### config.mk
export PLATFORM = sky130hd
export DESIGN_NAME = fpbcd_front
export DESIGN_NICKNAME = d
export VERILOG_FILES = /design/src/hw/rtl/fpbcd_pkg.sv /design/src/hw/rtl/fpbcd_front.sv
export SDC_FILE = /design/constraint.sdc
export NUM_CORES = 1
export LEC_CHECK = 0
export ABC_AREA = 0
export BUFFER_PORTS_ARGS = -buffer_cell sky130_fd_sc_hd__buf_4
export CAP_MARGIN = 40
export CORE_AREA = 3 3 202 145
export DETAILED_ROUTE_END_ITERATION = 6
export DIE_AREA = 0 0 205 148
export PLACE_DENSITY_LB_ADDON = 0.15
export SLEW_MARGIN = 20
export SYNTH_ARGS = -nofsm -noshare
export SYNTH_HDL_FRONTEND = slang
export SYNTH_SLANG_ARGS = --single-unit
### constraint.sdc
create_clock -name clk_i -period 0.8 [get_ports clk_i]
set_input_delay 0.04 -clock clk_i [delete_from_list [all_inputs] [get_ports clk_i]]
set_output_delay 0.04 -clock clk_i [all_outputs]
set_load 0.01 [all_outputs]
### src/hw/rtl/fpbcd_pkg.sv
// shared types and constants of the float to packed bcd converter
`default_nettype none

package fpbcd_pkg;

  // width of the truncated integer part, 10^18 - 1 fits in 60 bits
  localparam int unsigned BinW      = 60;
  localparam int unsigned NumDigits = 18;
  localparam int unsigned BcdW      = 4 * NumDigits;

  localparam logic [15:0]     ExpEdge   = 16'd59;
  localparam logic [BinW-1:0] BcdLimit  = 60'd1000000000000000000;
  localparam logic [63:0]     IndefLow  = 64'hc000000000000000;
  localparam logic [7:0]      IndefByte = 8'hff;
  localparam logic [7:0]      NegByte   = 8'h80;
  localparam logic [7:0]      PosByte   = 8'h00;

  typedef enum logic [1:0] {
    KindNum,
    KindZero,
    KindIndef,
    KindDenorm
  } kind_e;

  typedef struct packed {
    kind_e kind;
    logic  sign;
  } ctl_t;

endpackage

`default_nettype wire

### src/hw/rtl/fpbcd_front.sv
// operand classification and alignment stage ahead of the digit chain
`default_nettype none

module fpbcd_front (
  input  wire logic                     clk_i,
  input  wire logic                     rst_ni,
  input  wire logic                     en_i,
  input  wire logic                     valid_i,
  input  wire logic                     sign_i,
  input  wire logic [15:0]              exponent_i,
  input  wire logic [63:0]              mantissa_i,
  input  wire logic                     is_zero_i,
  input  wire logic                     is_nan_i,
  input  wire logic                     is_inf_i,
  input  wire logic                     is_subnorm_i,
  output logic                          valid_o,
  output logic [fpbcd_pkg::BinW-1:0]    bin_o,
  output fpbcd_pkg::ctl_t               ctl_o
);

  logic                       valid_q;
  logic [fpbcd_pkg::BinW-1:0] bin_q, bin_d;
  fpbcd_pkg::ctl_t            ctl_q, ctl_d;
  logic [5:0]                 shamt;
  logic [63:0]                shifted;
  logic                       too_big;

  // only meaningful for exponents up to 59, where the amount is 4 or more
  assign shamt   = 6'd63 - exponent_i[5:0];
  assign shifted = mantissa_i >> shamt;
  assign too_big = (mantissa_i[63:4] >= fpbcd_pkg::BcdLimit);

  always_comb begin
    bin_d      = shifted[fpbcd_pkg::BinW-1:0];
    ctl_d.sign = sign_i;
    if (is_zero_i) begin
      ctl_d.kind = fpbcd_pkg::KindZero;
    end else if (is_nan_i || is_inf_i) begin
      ctl_d.kind = fpbcd_pkg::KindIndef;
    end else if (is_subnorm_i) begin
      ctl_d.kind = fpbcd_pkg::KindDenorm;
    end else if (exponent_i > fpbcd_pkg::ExpEdge) begin
      ctl_d.kind = fpbcd_pkg::KindIndef;
    end else if ((exponent_i == fpbcd_pkg::ExpEdge) && too_big) begin
      ctl_d.kind = fpbcd_pkg::KindIndef;
    end else begin
      ctl_d.kind = fpbcd_pkg::KindNum;
    end
  end

  always_ff @(posedge clk_i or negedge rst_ni) begin
    if (!rst_ni) begin
      valid_q <= 1'b0;
    end else if (en_i) begin
      valid_q <= valid_i;
    end
  end

  always_ff @(posedge clk_i) begin
    if (en_i) begin
      bin_q <= bin_d;
      ctl_q <= ctl_d;
    end
  end

  assign valid_o = valid_q;
  assign bin_o   = bin_q;
  assign ctl_o   = ctl_q;

endmodule

`default_nettype wire

# --- Word level (Yosys, flattened, before mapping) ---
# Cells that the tools add are included.
op_classes:
  n_addsub: 1
  n_lt_le_gt_ge: 2
  eq_ne: 1
  shifts: 1
  n_mux: 4
  reduce_logical: 2
ops:
  columns: ["op", "n"]
  rows:
  - ["$shr A64 B6 Y60", 1]
  - ["$ge A60 B60 Y1 const B", 1]
  - ["$eq A16 B6 Y1 const B", 1]
  - ["$gt A16 B6 Y1 const B", 1]
  - ["$mux W2", 4]
  - ["$sub A6 B6 Y6 const A", 1]
  - ["$logic_and A1 B1 Y1", 1]
  - ["$logic_or A1 B1 Y1", 1]
word_totals:
  reg_bits: 64
  inputBits: 89
  out_inout_bits: 64
  elab_cells: 15

# --- Logic depth before layout (Yosys ltp) ---
depth:
  word_depth: 6
  ltp_mapped: 9
  mapped_depth_nobuf: 5

# --- Least setup slack after synthesis ---
# No wires, ideal clock.
synth_path:
  path_type: "input to register"
  startpoint: "in exponent_i[0]"
  endpoint: "reg bin_q, in the netlist bin_o[24], data pin"
  setup_time_ns: 0.261
  arrival_time_ns: 1.630
  slack_ns: -1.091
  stages: 7
  path_buffers: 3
  cell_sequence: "buf_6 > buf_4 > buf_4 > mux4_2 > mux2i_1 > mux2i_1 > a221o_1"
synth_between:
  elab_chain_cells: 2
synth_lines:
  columns: ["element", "line_no", "rtl"]
  rows:
  - ["start: declaration", "fpbcd_front.sv:10", "input wire logic [15:0] exponent_i,"]
  - ["$sub A6 B6 Y6", "fpbcd_front.sv:29", "assign shamt = 6'd63 - exponent_i[5:0];"]
  - ["$shr A64 B6 Y60", "fpbcd_front.sv:30", "assign shifted = mantissa_i >> shamt;"]
  - ["net shifted[24]", "fpbcd_front.sv:25", "logic [63:0] shifted;"]
  - ["end signal: assignment", "fpbcd_front.sv:61", "bin_q <= bin_d;"]
  - ["end: declaration", "fpbcd_front.sv:22", "logic [fpbcd_pkg::BinW-1:0] bin_q, bin_d;"]
# The timed path passes the listed nets, and every way through them passes these cells.
# A chain may end at the register's enable or synchronous reset.

# --- Final worst setup path ---
layout_path:
  startpoint: "in exponent_i[1]"
  endpoint: "reg bin_q, in the netlist bin_o[15], data pin"
# The elaborated chain is that of the path after synthesis.

==> flow_metrics.tcl <==
set metrics [dict create \
    synth_cell_types 69 \
    async_reset_ff_frac 0.0156 \
    fillers 2595 \
    fin_crit_ns 1.73 \
    syn-num-nets 753 \
    synth_xor_area_frac 0 \
    relSlewSlack 0.467 \
    cts.reportedPaths.clkPinSlew_ns 0.06 \
    cts_tree "built" \
    yosys.area_share.simple 0.103 \
    finalSetupViolCount 125 \
    coreArea_um2 27600 \
    cts_buffers 9 \
    cts_max_level 3 \
    drv_cap 0 \
    yosys.area.top_type "edfxtp_1" \
    grt_first_pass_wirelength_um 52700 \
    synth_top_area_frac 0.248 \
    setup_ws_ns -0.934 \
    cp_max_fo 6 \
    rsz0062_at_grt "yes" \
    fp-row-count 51 \
    wl_per_cell_um 25.5 \
    io_buffers 152 \
    crit_path_end_kind "register" \
    synth-adder-area-share 0 \
    finalMaxSlewViolations 0 \
    clk_path_buf_depth 2 \
    grt-ovfl-total 0 \
    synth.most_common_cell "edfxtp_1" \
    synth-seq-area-share 0.252 \
    crit_type "input port to register" \
    dp_hpwl_um 28000 \
    grtUsageTotal 0.236 \
    skew_ns 0 \
    synthMuxAreaShare 0.444 \
    die_x_um 205 \
    ir_worst_vdd_mv 0.800 \
    synth_compound_area_frac 0.139 \
    synth_edf_count 63 \
    diodes 0 \
    syn_to_final_growth_pct 70.4 \
    synth_common_cells "edfxtp_1, nand2_1, mux2i_1, mux4_2, nor2_1" \
    via_count 8105 \
    wirelength_um 36800 \
    worst_setup_path_start_kind "input port" \
    drcViolationCount 0 \
    cts_root_buf "clkbuf_16" \
    synth.avg_cell_area_um2 11.5 \
    dr.first_iter.drc_count 812 \
    place_ws_ns -1.54 \
    total_leakage_power_nw 5.37 \
    yosys_warnings 0 \
    finalCritPeriodShare 2.17 \
    drt_pass1_iterations 5 \
    vias_per_cell 5.61 \
    grt_pass1_vias 7854 \
    power.density_nw_per_um2 1250 \
    cts_sinks 64 \
    worstSkewPairLatency_ns 0.32 \
    synth_area_um2 7620 \
    antenna_found_initial 0 \
    final_nets 1157 \
    antenna_left 0 \
    dieArea_um2 30300 \
    gp_congestion 0.949 \
    initial_core_util 0.276 \
    synthCells 664 \
    hold-worst-slack_ns 0.0376 \
    cp.arrival_ns 1.81 \
    violations "setup timing" \
    worstPathRequired_ns 0.88 \
    hold_path.class "input port to asynchronous set/reset pin" \
    die_y_um 148 \
    pin_count 153 \
    synth_top_family_by_area "multiplexers" \
    clock.fmax_mhz 577 \
    drive_gt1_frac 0.665 \
    outcome "finished, violations left" \
    synth_area_leaders "edfxtp_1, mux4_2, mux4_1" \
    grt_max_degree 28 \
    tightest_slew_ns 0.797 \
    synth_ff_type "edfxtp_1" \
    hold_viol 0 \
    synth-seq-cells 64 \
    setup_tns_ns -50.72 \
]
cells by family after synthesis:
logic type / count (synthesis)
flip-flops: 64
buffers and inverters: 79
multiplexers: 201
AND/OR/NAND/NOR: 174
AO/OA/AOI/OAI: 146
power breakdown:
| group | internal [mW] | switching (mW) |
|---|---|---|
| logic | 4.50 | 3.91 |
| registers | 4.14 | 0.185 |
| clock network | 2.15 | 1.38 |
| total | 10.8 | 5.48 |
final timing paths:
check / startpoint / to / slack [ns] / cells after the start
worst max-delay path: exponent_i[1] / bin_o[15] / -0.93 / 8
min in group clk_i: is_zero_i / ctl_o[1] / 0.08 / 3
max in group asynchronous: rst_ni / valid_o / 0.68 / 2
worst min-delay path: rst_ni / valid_o / 0.04 / 2
worst min register to register: valid_o / valid_o / 0.53 / 1
worst max register to register: valid_o / valid_o / 0.05 / 1
placed cells by master (no fill, tap or decap), drive strengths merged, types with 4 or more instances in the layout:
| cell type | synthesis | routed |
|---|---|---|
| buf | 41 | 456 |
| mux4 | 93 | 93 |
| edfxtp | 63 | 63 |
| nand2 | 62 | 62 |
| mux2i | 61 | 61 |
| nor2 | 52 | 52 |
| mux2 | 47 | 47 |
| o21ai | 25 | 25 |
| a21oi | 21 | 21 |
| a22oi | 14 | 14 |
| clkbuf | 29 | 12 |
| o22ai | 11 | 11 |
| nand3 | 10 | 10 |
| nor3 | 9 | 9 |
| o211ai | 8 | 8 |
| and2 | 8 | 8 |
| inv | 8 | 8 |
| a31oi | 8 | 8 |
| nor2b | 7 | 7 |
| nor4 | 7 | 7 |
| a22o | 6 | 6 |
| nand4 | 5 | 5 |
| a21o | 5 | 5 |
| clkinv | 1 | 5 |
| and3 | 5 | 5 |
| o221ai | 5 | 5 |
| nand2b | 4 | 4 |
| a211oi | 4 | 4 |
registers in the layout, indices dropped and copies added, names as in the netlist:
| signal | count |
|---|---|
| valid_o | 1 |
| bin_o | 60 |
| ctl_o | 3 |
cell type report:
cell class                 count  area [um2]  share of cell area
sequential                    64        1920               0.148
clock buffer                  10         239              0.0184
inverter                       9        46.3             0.00357
multi-input combinational    521        5820               0.449
clock inverter                 6        35.0             0.00270
timing repair buffer         463        4460               0.343
tap                          371         464              0.0358
what timing repair did:
action                                  in CTS  in global routing
setup buffers                               27                 25
hold buffers                                 3                  0
gates cloned                                10                  2
endpoints found under the setup margin     125                125
resized for setup                          216                 83
pin swaps                                   32                 33
endpoints found under the hold margin        3                  0
routing by layer:
metal	share of wire	routed length (um)	GRT usage
met1	0.45	16600	0.353
met2	0.42	15400	0.332
met3	0.11	4090	0.0797
met4	0.019	689	0.0399
met5	0	0	0
critical path, stage by stage:
cell	delay, ns
buf_16	0.14
buf_4	0.13
buf_8	0.11
mux4_2	0.49
mux2_4	0.32
a21oi_2	0.25
nor3_1	0.09
a211o_1	0.25
metrics by stage:
step | utilization | area (um2) | power [mW] | cells
2_1_floorplan | - | 7750 | 7.62 | 664
3_3_place_gp | 0.393 | 10800 | 11.2 | 1370
3_5_place_dp | 0.393 | 10800 | 11.1 | 1370
4_1_cts | 0.451 | 12400 | 15.8 | 1421
5_1_grt | 0.471 | 13000 | 17.0 | 1444
6_report | 0.471 | 13000 | 16.3 | 1444
Power figures use the tool's default switching activity.
