<file path="src/hw/rtl/fpbcd_pkg.sv">
// shared types and constants of the float to packed bcd converter
`default_nettype none

package fpbcd_pkg;

  // width of the truncated integer part, 10^18 - 1 fits in 60 bits
  localparam int unsigned BinW      = 60;
  localparam int unsigned NumDigits = 18;
  localparam int unsigned BcdW      = 4 * NumDigits;

  localparam logic [15:0]     ExpEdge   = 16'd59;
  localparam logic [BinW-1:0] BcdLimit  = 60'd1000000000000000000;
  localparam logic [63:0]     IndefLow  = 64'hc000000000000000;
  localparam logic [7:0]      IndefByte = 8'hff;
  localparam logic [7:0]      NegByte   = 8'h80;
  localparam logic [7:0]      PosByte   = 8'h00;

  typedef enum logic [1:0] {
    KindNum,
    KindZero,
    KindIndef,
    KindDenorm
  } kind_e;

  typedef struct packed {
    kind_e kind;
    logic  sign;
  } ctl_t;

endpackage

`default_nettype wire

</file>
<file path="src/hw/rtl/fpbcd_cell.sv">
// one double-dabble step: correct every digit, shift in the next binary bit
`default_nettype none

module fpbcd_cell (
  input  wire logic                     clk_i,
  input  wire logic                     rst_ni,
  input  wire logic                     en_i,
  input  wire logic                     valid_i,
  input  wire logic [fpbcd_pkg::BinW-1:0] bin_i,
  input  wire logic [fpbcd_pkg::BcdW-1:0] bcd_i,
  input  wire fpbcd_pkg::ctl_t          ctl_i,
  output logic                          valid_o,
  output logic [fpbcd_pkg::BinW-1:0]    bin_o,
  output logic [fpbcd_pkg::BcdW-1:0]    bcd_o,
  output fpbcd_pkg::ctl_t               ctl_o
);

  logic                       valid_q;
  logic [fpbcd_pkg::BinW-1:0] bin_q, bin_d;
  logic [fpbcd_pkg::BcdW-1:0] bcd_q, bcd_d;
  logic [fpbcd_pkg::BcdW-1:0] adj;
  fpbcd_pkg::ctl_t            ctl_q;

  always_comb begin
    adj = bcd_i;
    for (int d = 0; d < fpbcd_pkg::NumDigits; d++) begin
      if (bcd_i[4*d +: 4] >= 4'd5) begin
        adj[4*d +: 4] = bcd_i[4*d +: 4] + 4'd3;
      end
    end
    bcd_d = {adj[fpbcd_pkg::BcdW-2:0], bin_i[fpbcd_pkg::BinW-1]};
    bin_d = {bin_i[fpbcd_pkg::BinW-2:0], 1'b0};
  end

  always_ff @(posedge clk_i or negedge rst_ni) begin
    if (!rst_ni) begin
      valid_q <= 1'b0;
    end else if (en_i) begin
      valid_q <= valid_i;
    end
  end

  always_ff @(posedge clk_i) begin
    if (en_i) begin
      bin_q <= bin_d;
      bcd_q <= bcd_d;
      ctl_q <= ctl_i;
    end
  end

  assign valid_o = valid_q;
  assign bin_o   = bin_q;
  assign bcd_o   = bcd_q;
  assign ctl_o   = ctl_q;

endmodule

`default_nettype wire

</file>
<file path="config.mk">
export PLATFORM = sky130hd
export DESIGN_NAME = fpbcd_cell
export DESIGN_NICKNAME = d
export VERILOG_FILES = /design/src/hw/rtl/fpbcd_pkg.sv /design/src/hw/rtl/fpbcd_cell.sv
export SDC_FILE = /design/constraint.sdc
export NUM_CORES = 1
export LEC_CHECK = 0
export BUFFER_PORTS_ARGS = -buffer_cell sky130_fd_sc_hd__buf_2
export CAP_MARGIN = 20
export CORE_ASPECT_RATIO = 1.75
export CORE_MARGIN = 4
export CORE_UTILIZATION = 48
export CTS_BUF_LIST = sky130_fd_sc_hd__clkbuf_2
export CTS_CLUSTER_SIZE = 24
export DETAILED_ROUTE_END_ITERATION = 10
export PLACE_DENSITY_LB_ADDON = 0.08
export SLEW_MARGIN = 15
export SYNTH_ARGS = -nofsm -noshare
export SYNTH_HDL_FRONTEND = slang
export SYNTH_SLANG_ARGS = --single-unit
</file>
<file path="constraint.sdc">
create_clock -name clk_i -period 1 [get_ports clk_i]
set_input_delay 0.1 -clock clk_i [delete_from_list [all_inputs] [get_ports clk_i]]
set_output_delay 0.1 -clock clk_i [all_outputs]
set_load 0.005 [all_outputs]
</file>
Word level (Yosys, flattened, before mapping)
Index checks and enable logic that the tools add are counted.

Add/sub/neg operators: 18. Multiply operators: 0. Divide/modulo/power cells: 0. Magnitude comparators: 18. Equal/unequal tests: 0. Shift operators: 0. Mux-type cells: 18. Bitwise operators: 0. Reductions and logical operators: 0.

Operators with widths (count): >= comparator 4 x 3 -> 1 bit (second input constant) (18); adder 4 x 2 -> 4 bit (second input constant) (17); 2-to-1 mux 4 bit (17); adder 3 x 2 -> 3 bit (second input constant) (1); 2-to-1 mux 3 bit (1).

Bits in registers: 135. Latch bits: 0. Bits in writable memories: 0. Memory bits (read-only): 0. Bits of input ports: 139. Output and inout port bits: 136. Memories kept: 0.

Logic depth before layout (Yosys ltp)
Gate-level depths: netlist (run 1).

Word-level depth: 2. Depth in mapped cells: 5.

Worst setup path before layout (run 1)
OpenSTA, ideal clock, no wires.

Kind: input to register. From: input bcd_i[9] (netlist bit). To: register bcd_q, in the netlist bcd_o[10], data pin. Library setup time: 0.261 ns. Arrival time: 0.719 ns. Data required time: 0.739 ns. Setup slack: 0.021 ns. Cell stages on the path: 5. Path buffers: 0. Path through: inv_1 > ha_1 > nand2b_1 > a21oi_2 > mux2i_1.

Word-level cells in the longest chain between the ends: 2. Elaborated cells between the ends (all ways): 3. Those cells by class: 1 x add/sub; 1 x order compare; 1 x mux.

RTL lines: start, declared (RTL line fpbcd_cell.sv:10) `input wire logic [fpbcd_pkg::BcdW-1:0] bcd_i,`; adder 4 x 2 -> 4 bit or >= comparator 4 x 3 -> 1 bit (tied branches) (RTL line fpbcd_cell.sv:28, fpbcd_cell.sv:27); 2-to-1 mux 4 bit * (RTL line fpbcd_cell.sv:27) `if (bcd_i[4*d +: 4] >= 4'd5) begin`; named net adj, one bit (RTL line fpbcd_cell.sv:21) `logic [fpbcd_pkg::BcdW-1:0] adj;`; end signal, assigned (RTL line fpbcd_cell.sv:46) `bcd_q <= bcd_d;`; end, declared (RTL line fpbcd_cell.sv:20) `logic [fpbcd_pkg::BcdW-1:0] bcd_q, bcd_d;`.

Mark *: on every way through the listed nets, which the timed path passes. The rest lies on a longest branch. A chain may end at the register's enable or synchronous reset.

Final worst setup path (run 1)
From: input bcd_i[41] (netlist bit). To: register bcd_q, in the netlist bcd_o[43], data pin.

Same word-level chain as after synthesis.

==> results of run 1 <==
==> flip-flops by register name, indices dropped and copies added, names as in the netlist <==
name     cells
ctl_o        3
bcd_o       72
bin_o       59
valid_o      1
==> repair_timing <==
item / CTS / global route
pin swaps: 0 / 5
setup endpoints to repair: 135 / 175
buffers inserted: 0 / 6
gates cloned: 0 / 0
hold endpoints to repair: 270 / 49
hold buffers: 160 / 33
resized for setup: 0 / 67
==> per-layer routing <==
| layer | part of all wire | global-route usage | vias to the layer above |
|---|---|---|---|
| li1 | - | - | 2501 |
| met1 | 0.31 | 0.242 | 2508 |
| met2 | 0.58 | 0.511 | 260 |
| met3 | 0.081 | 0.0769 | 44 |
| met4 | 0.031 | 0.0899 | 0 |
| met5 | 0 | 0 | - |
==> cell usage after synthesis <==
library cell  number
a21oi_2           18
buf_4              1
conb_1             1
dfrtp_1            1
edfxtp_1         134
ha_1              36
inv_1             36
mux2_2             1
mux2i_1           18
nand2_1           71
nand2b_1          35
nor2_1            18
o21ai_0           17
o21ai_1           17
xnor2_1           18
==> area by class of cell <==
type	count	area share
flip-flops and latches	135	0.403
well taps	165	0.0206
clock inverters	13	0.0203
clock buffers	19	0.00947
repair buffers	494	0.356
multi-input cells	250	0.177
inverters	36	0.0135
diodes	2	0.000498
==> kinds of logic after synthesis <==
| family | share of synthesized area |
|---|---|
| XOR/XNOR | 0.0268 |
| buffers and inverters | 0.0243 |
| AND/OR/NAND/NOR | 0.0941 |
| adder cells (fa/ha/maj) | 0.0767 |
| multiplexers | 0.0326 |
| other | 0.000638 |
| AO/OA/AOI/OAI | 0.0558 |
| flip-flops | 0.689 |
==> path summary, 6_finish.rpt <==
kind	start	to	slack (ns)	cells after the start
setup / recovery	bcd_i[41]	bcd_o[43]	-0.45	9
hold / removal	bcd_i[0]	bcd_o[4]	0.04	4
setup reg to reg	valid_o	valid_o	0.25	1
hold reg to reg	valid_o	valid_o	0.53	1
max in group asynchronous	rst_ni	valid_o	0.67	3
min in group asynchronous	rst_ni	valid_o	0.23	3
==> per-stage QoR <==
stage,worst slack [ns],instance area (sq um),total power [uW],std cells
global placement,-0.145,7840,8900,904
detailed placement,-0.168,7840,8990,904
floorplan,0.0205,5880,7680,422
global route,-0.503,10000,14200,1114
CTS,-0.443,9740,13300,1096
finish,-0.446,10000,13600,1114
==> power by group <==
part,switching (uW),leakage (uW),internal [uW]
clock network,2080,0.000171,1900
logic,1170,0.00312,1430
registers,147,0.00132,6830
total,3400,0.00461,10200
==> results.toml, run 1 <==
[power_and_ir_drop]
vdd_ir_drop_max_v = 0.00105
p_per_area_mw_per_mm2 = 1350
p_leak_uw = 0.00461

[clocking]
cts_inserted_buffers = 17
clock_latency_ns = 0.67
root_buffer = "clkbuf_2"
clock_sink_count = 135
cts_tree = "built"
htreeDepth = 4
clockBufferDepth = 2
clkTransAtPathRegs_ns = 0.18

[sta]
clock_skew_ns = 0
finalHoldViolations = 0
tns_ns = -50.97
clock.fmax_ghz = 0.692
maxSlewViolCount = 0
rsz0062_at_grt = "yes"
post-route-period-util = 1.45
fin_ws_ns = -0.446
setup_viol = 182
post-route-min-period_ns = 1.45
finalHoldWorstSlack_ns = 0.0372

[yosys]
yosys_warnings = 0
synth_area_leaders = "edfxtp_1 (68%), ha_1 (7.7%), nand2_1 (4.5%)"
syn-instance-count = 422
synth_top_cell_area_share = 0.685
ys_ff_latch = 135
syn_avg_cell_area_sq_um = 13.9
syn_nets = 597
synthDistinctLibCells = 15
ys_seq_area_frac = 0.689
yosysTopAreaCell = "edfxtp_1"
syn_area_sq_mm = 0.00588

[global_routing]
overflow = 0
grt_pass1_wl_um = 28200
grt_max_degree = 42
track_usage = 0.258
antenna_found_initial = 2
grt_pass1_vias = 5755

[die]
rows = 53
die_x_um = 91.6
die_area_sq_mm = 0.0141
die_h_um = 154
io_pins = 275
start_util = 0.490
core_sq_mm = 0.0120

[routing]
wl_per_cell_um = 17.3
vias = 5313
antenna_left = 0
drt-vias-per-instance = 4.77
routed_wl_um = 19300
drt-pass1-iter-count = 5
drc = 0
drt_iter0_drc = 219

[critical_path]
critPathLaunchType = "input port"
max_stage_delay_ns = 0.60
path_cells = "buf_2 -> dlygate4sd3_1 -> inv_2 -> ha_1 -> buf_4 -> nor2_1 -> nand2_1 -> dlygate4sd3_1 -> nand2_1"
worstPathRequired_ns = 1.44
crit_path_top_delay_cell = "dlygate4sd3_1"
cp.buffers_inverters = 5
critPathMaxFanout = 3
crit_arrival_ns = 1.89
cp-end-kind = "flip-flop"
crit_family = "buffers and inverters"
criticalPathCategory = "in2reg"

[run_status]
status = "finished with violations"
violations = "negative setup slack"

[placed_design]
dpl.hpwl_um = 11600
gp_congestion = 0.783
io_buffers = 273

[finish]
mostFrequentLayoutCells = "buf_2 (268), dlygate4sd3_1 (155), edfxtp_1 (134)"
final_util = 0.837
multiInputGateArea_sq_mm = 0.00178
area_delta_synth_final_pct = 70.9
fin_nets = 1109
fill_cells = 644
final_common_cell = "buf_2"
register_area_sq_mm = 0.00405
drive_gt1_frac = 0.429

[min_path]
hold_class = "in2reg"

[flow_run]
drv_cap = 0
(Power assumes the default switching activity.)
==> run 2, diff against run 1 <==
REMOVE_ABC_BUFFERS = 1   (was default)
==> run 2 against run 1 <==
Effect of this change: the flow still finishes with violations (negative setup slack); hold slack gained 0.027 ns; via count shrank 1.3%; first-iteration DRC count shrank 9.6%; wire length shrank 7.2%; critical endpoint is now bcd_o[55].
==> results.toml, run 2 (same netlist as run 1, synthesis figures left out) <==
[power_and_ir_drop]
seqPwrFrac = 0.546
switching_share = 0.266
p_per_area_mw_per_mm2 = 1290
power_uw = 12800
vdd_ir_drop_max_v = 0.000822
intPower_uw = 9360
switchingPower_uw = 3400
p_clk_frac = 0.258
p_leak_uw = 0.00453
pwr-share-comb = 0.196

[sta]
fin_ws_ns = -0.478
post-route-period-util = 1.48
rsz0062_at_grt = "yes"
setup_viol = 168
post-route-min-period_ns = 1.48
finalHoldViolations = 0
finalHoldWorstSlack_ns = 0.0640
clock.fmax_ghz = 0.677
clock_skew_ns = 0
maxSlewViolCount = 0

[critical_path]
critPathLaunchType = "input port"
max_stage_delay_ns = 0.62
r2r_end = "valid_o"
path_cells = "buf_2 -> dlygate4sd3_1 -> inv_1 -> ha_1 -> buf_4 -> nor2_1 -> nand2_1 -> dlygate4sd3_1 -> nand2_1"
crit_path_top_delay_cell = "dlygate4sd3_1"
crit_arrival_ns = 2.03
r2r-start = "valid_o"
worstPathRequired_ns = 1.55
reg2reg_depth = 1
r2r_slack_ns = 0.24
criticalPathCategory = "in2reg"
cp-end-kind = "flip-flop"
critPathMaxFanout = 3

[run_status]
status = "finished with violations"
violations = "negative setup slack"

[finish]
fin_cells = 1111
register_area_sq_mm = 0.00405
mostFrequentLayoutCells = "buf_2 (272), dlygate4sd3_1 (158), edfxtp_1 (134)"
drive_gt1_frac = 0.419
multiInputGateArea_sq_mm = 0.00171
fill_cells = 682
area_delta_synth_final_pct = 68.0
final_util = 0.822
largest_reg_flops = 72
final_common_cell = "buf_2"
fin_nets = 1107

[clocking]
clkTransAtPathRegs_ns = 0.20
cts_inserted_buffers = 17
htreeDepth = 4
clock_latency_ns = 0.66
clockBufferDepth = 2
root_buffer = "clkbuf_2"
clock_sink_count = 135
cts_tree = "built"

[global_routing]
grt_max_degree = 32
antenna_found_initial = 2
track_usage = 0.250
grt_pass1_vias = 5739
grt_pass1_wl_um = 27400
overflow = 0

[placed_design]
io_buffers = 273
dpl.hpwl_um = 11400
gp_congestion = 0.745
dpl.cell_count = 906
dp_slack_ns = -0.203

[routing]
drt_iter0_drc = 198
routed_wl_um = 17900
drt-vias-per-instance = 4.72
vias = 5246
drc = 0
drt-pass1-iter-count = 4
wl_per_cell_um = 16.1
antenna_left = 0

[die]
core_sq_mm = 0.0120
die_area_sq_mm = 0.0141
io_pins = 275
rows = 53
start_util = 0.490
die_x_um = 91.6
die_h_um = 154

[min_path]
hold_class = "in2reg"
hold_path_startpoint = "bcd_i[69]"
hold_end = "bcd_o[70]"
holdPathStages = 4

[flow_run]
drv_cap = 0
[run 2: final cells by class]
| cell class | instances | area share |
|---|---|---|
| multi-input combinational | 250 | 0.174 |
| antenna | 2 | 0.000507 |
| clock inverter | 14 | 0.0153 |
| sequential | 135 | 0.410 |
| clock buffer | 17 | 0.00862 |
| tap | 165 | 0.0209 |
| inverter | 36 | 0.0137 |
| timing repair buffer | 492 | 0.357 |
[run 2: worst max-delay path by stage]
stage               depth (start not counted)  slack (ns)       from        end
floorplan                                   5        0.02   bcd_i[9]  bcd_o[10]
CTS                                         1       -0.47  bcd_o[67]  bcd_o[67]
finish                                      9       -0.48  bcd_i[52]  bcd_o[55]
global route                                1       -0.52   bcd_o[6]   bcd_o[6]
global placement                            6       -0.14  bcd_i[57]  bcd_o[58]
detailed placement                          6       -0.20  bcd_i[29]  bcd_o[30]
[run 2: critical path: cells and delay by family]
kind	cells	cell delay, ns
and+or+nand+nor	3	0.24
adders and majority gates	1	0.21
buffers and inverters	5	1.46
[run 2: layer usage]
layer / track usage / up-vias / wire length, um
li1: - / 2504 / -
met1: 0.239 / 2485 / 5870
met2: 0.476 / 225 / 10100
met3: 0.0910 / 32 / 1500
met4: 0.0914 / 0 / 449
met5: 0 / - / 0
[run 2: per-stage QoR]
| stage | setup TNS (ns) | area [sq um] |
|---|---|---|
| 3_3_place_gp | -3.85 | 7850 |
| 4_1_cts | -57.90 | 9720 |
| 5_1_grt | -65.50 | 9870 |
| 6_report | -47.67 | 9870 |
| 2_1_floorplan | 0 | 5870 |
| 3_5_place_dp | -5.41 | 7850 |
[run 2: power by group through the flow]
stage	logic [uW]	clock network, uW	registers (uW)
detailed placement	1890	0	7080
CTS	2390	3340	6950
global placement	1820	0	7070
finish	2500	3300	6960
floorplan	514	0	7170
global route	2730	3650	7010
[run 2: what timing repair did]
item,CTS,global route
setup endpoints to repair,135,172
pin swaps,0,3
cloned,0,0
buffers inserted,0,2
hold endpoints to repair,270,51
hold buffers,163,33
gates resized for setup,0,36
==> run 3, diff against run 2 <==
CORE_MARGIN = default   (was 4)
==> run 3 against run 2 <==
Effect of this change: the flow finishes with violations (negative hold slack, negative setup slack); total power shrank 4.3%; wire length shrank 7.9%; count of clock-buffer cells in the layout grew 2; cell area shrank 1.2%; clock power shrank 16%; critical path depth is the same; final cell count shrank 3.1%; fmax grew 4.8%; largest power group unchanged; global-route usage grew 0.63 points; clock skew is the same; setup slack gained 0.068 ns; critical endpoint is now bcd_o[15].
==> results.toml, run 3 (same netlist as run 1, synthesis figures left out) <==
[sta]
post-route-period-util = 1.41
post-route-min-period_ns = 1.41
clock_skew_ns = 0
finalHoldWorstSlack_ns = -0.214
maxSlewViolCount = 0
finalHoldViolations = 2
rsz0062_at_grt = "yes"
clock.fmax_ghz = 0.709
setup_viol = 177
fin_ws_ns = -0.410

[routing]
drt-vias-per-instance = 4.79
wl_per_cell_um = 15.3
antenna_left = 0
vias = 5162
drc = 0
drt_iter0_drc = 178
routed_wl_um = 16500
drt-pass1-iter-count = 4

[global_routing]
antenna_found_initial = 1
grt_max_degree = 56
grt_pass1_wl_um = 24400
track_usage = 0.256
overflow = 0
grt_pass1_vias = 5464

[finish]
fin_cells = 1077
final_util = 0.817
fill_cells = 664
fin_nets = 1101
mostFrequentLayoutCells = "buf_2 (267), dlygate4sd3_1 (146), edfxtp_1 (134)"
largest_reg_flops = 72
area_delta_synth_final_pct = 66.0
drive_gt1_frac = 0.435
final_common_cell = "buf_2"

[placed_design]
gp_congestion = 0.829
dpl.cell_count = 881
dp_slack_ns = -0.201
dpl.hpwl_um = 10500
io_buffers = 273

[clocking]
root_buffer = "clkbuf_2"
clockBufferDepth = 2
htreeDepth = 4
clock_sink_count = 135
clkTransAtPathRegs_ns = 0.20
cts_tree = "built"
cts_inserted_buffers = 17
clock_latency_ns = 0.67

[power_and_ir_drop]
pwr-share-comb = 0.204
p_clk_frac = 0.227
intPower_uw = 9060
seqPwrFrac = 0.569
p_leak_uw = 0.00451
vdd_ir_drop_max_v = 0.000922
switching_share = 0.258
p_per_area_mw_per_mm2 = 1250
power_uw = 12200
switchingPower_uw = 3150

[min_path]
holdPathStages = 3
hold_class = "in2reg"

[run_status]
violations = "negative hold slack, negative setup slack"
status = "finished with violations"

[critical_path]
critPathLaunchType = "input port"
critPathMaxFanout = 2
cp-end-kind = "flip-flop"
crit_arrival_ns = 1.85
criticalPathCategory = "in2reg"
reg2reg_depth = 1
worstPathRequired_ns = 1.44

[die]
die_x_um = 85.6
io_pins = 275
core_sq_mm = 0.0119
rows = 53
start_util = 0.492
die_h_um = 148
die_area_sq_mm = 0.0127

[flow_run]
drv_cap = 0
## run 3: cell types whose count changed in the layout (fill, tap and decap cells not counted), moves of 4 or more
cell / delta
dlymetal6s2s_1: +8
dlymetal6s4s_1: -6
nor2_1: -4
nor2_2: +4
buf_4: +10
dlygate4sd3_1: -12
buf_2: -5
ha_1: -4
clkinv_1: +5
## run 3: worst max-delay path, stage by stage
cell and delay [ns]:
buf_2 0.11, dlygate4sd3_1 0.58, inv_1 0.08, ha_2 0.18, buf_4 0.10, nor2_1 0.03
nand2_1 0.07, nand2_1 0.05, dlygate4sd3_1 0.55
## run 3: metal layers
layer	vias up	GRT usage	share of wire
met5	-	0	0
met4	0	0.141	0.049
met3	65	0.0760	0.071
met2	236	0.496	0.56
met1	2376	0.228	0.32
li1	2485	-	-
## run 3: final cells by class
type	count	area, sq um	share of cell area
Sequential cell	135	4050	0.415
Timing Repair Buffer	486	3470	0.355
Multi-Input combinational cell	250	1740	0.179
Tap cell	137	171	0.0176
Inverter	36	135	0.0139
Clock buffer	19	95.1	0.00975
Clock inverter	13	88.8	0.00911
Antenna cell	1	2.50	0.000257
## run 3: metrics by stage
step | area [sq um] | TNS (ns)
after floorplan | 5870 | 0
after global placement | 7830 | -3.91
after detailed placement | 7830 | -5.78
after CTS | 9590 | -53.01
after global routing | 9750 | -60.47
final | 9750 | -47.12
## run 3: final timing paths
kind                            from         to  slack, ns
max                        bcd_i[12]  bcd_o[15]      -0.41
min                        bcd_i[57]  bcd_o[60]      -0.21
max reg2reg                  valid_o    valid_o       0.23
min reg2reg                  valid_o    valid_o       0.56
max in group asynchronous     rst_ni    valid_o       0.67
min in group asynchronous     rst_ni    valid_o       0.23
## run 3: repair_timing
item	in CTS	in global routing
hold buffers	157	32
endpoints found under the hold margin	270	51
setup buffers	0	4
setup endpoints to repair	135	181
resized for setup	0	65
pin swaps	0	5
## run 3: power groups by stage
stage	Sequential (uW)	Combinational (uW)	Clock (uW)
5_1_grt	7000	2710	3040
2_1_floorplan	7170	514	0
4_1_cts	6940	2380	2800
3_3_place_gp	7060	1810	0
3_5_place_dp	7070	1890	0
6_report	6950	2490	2770
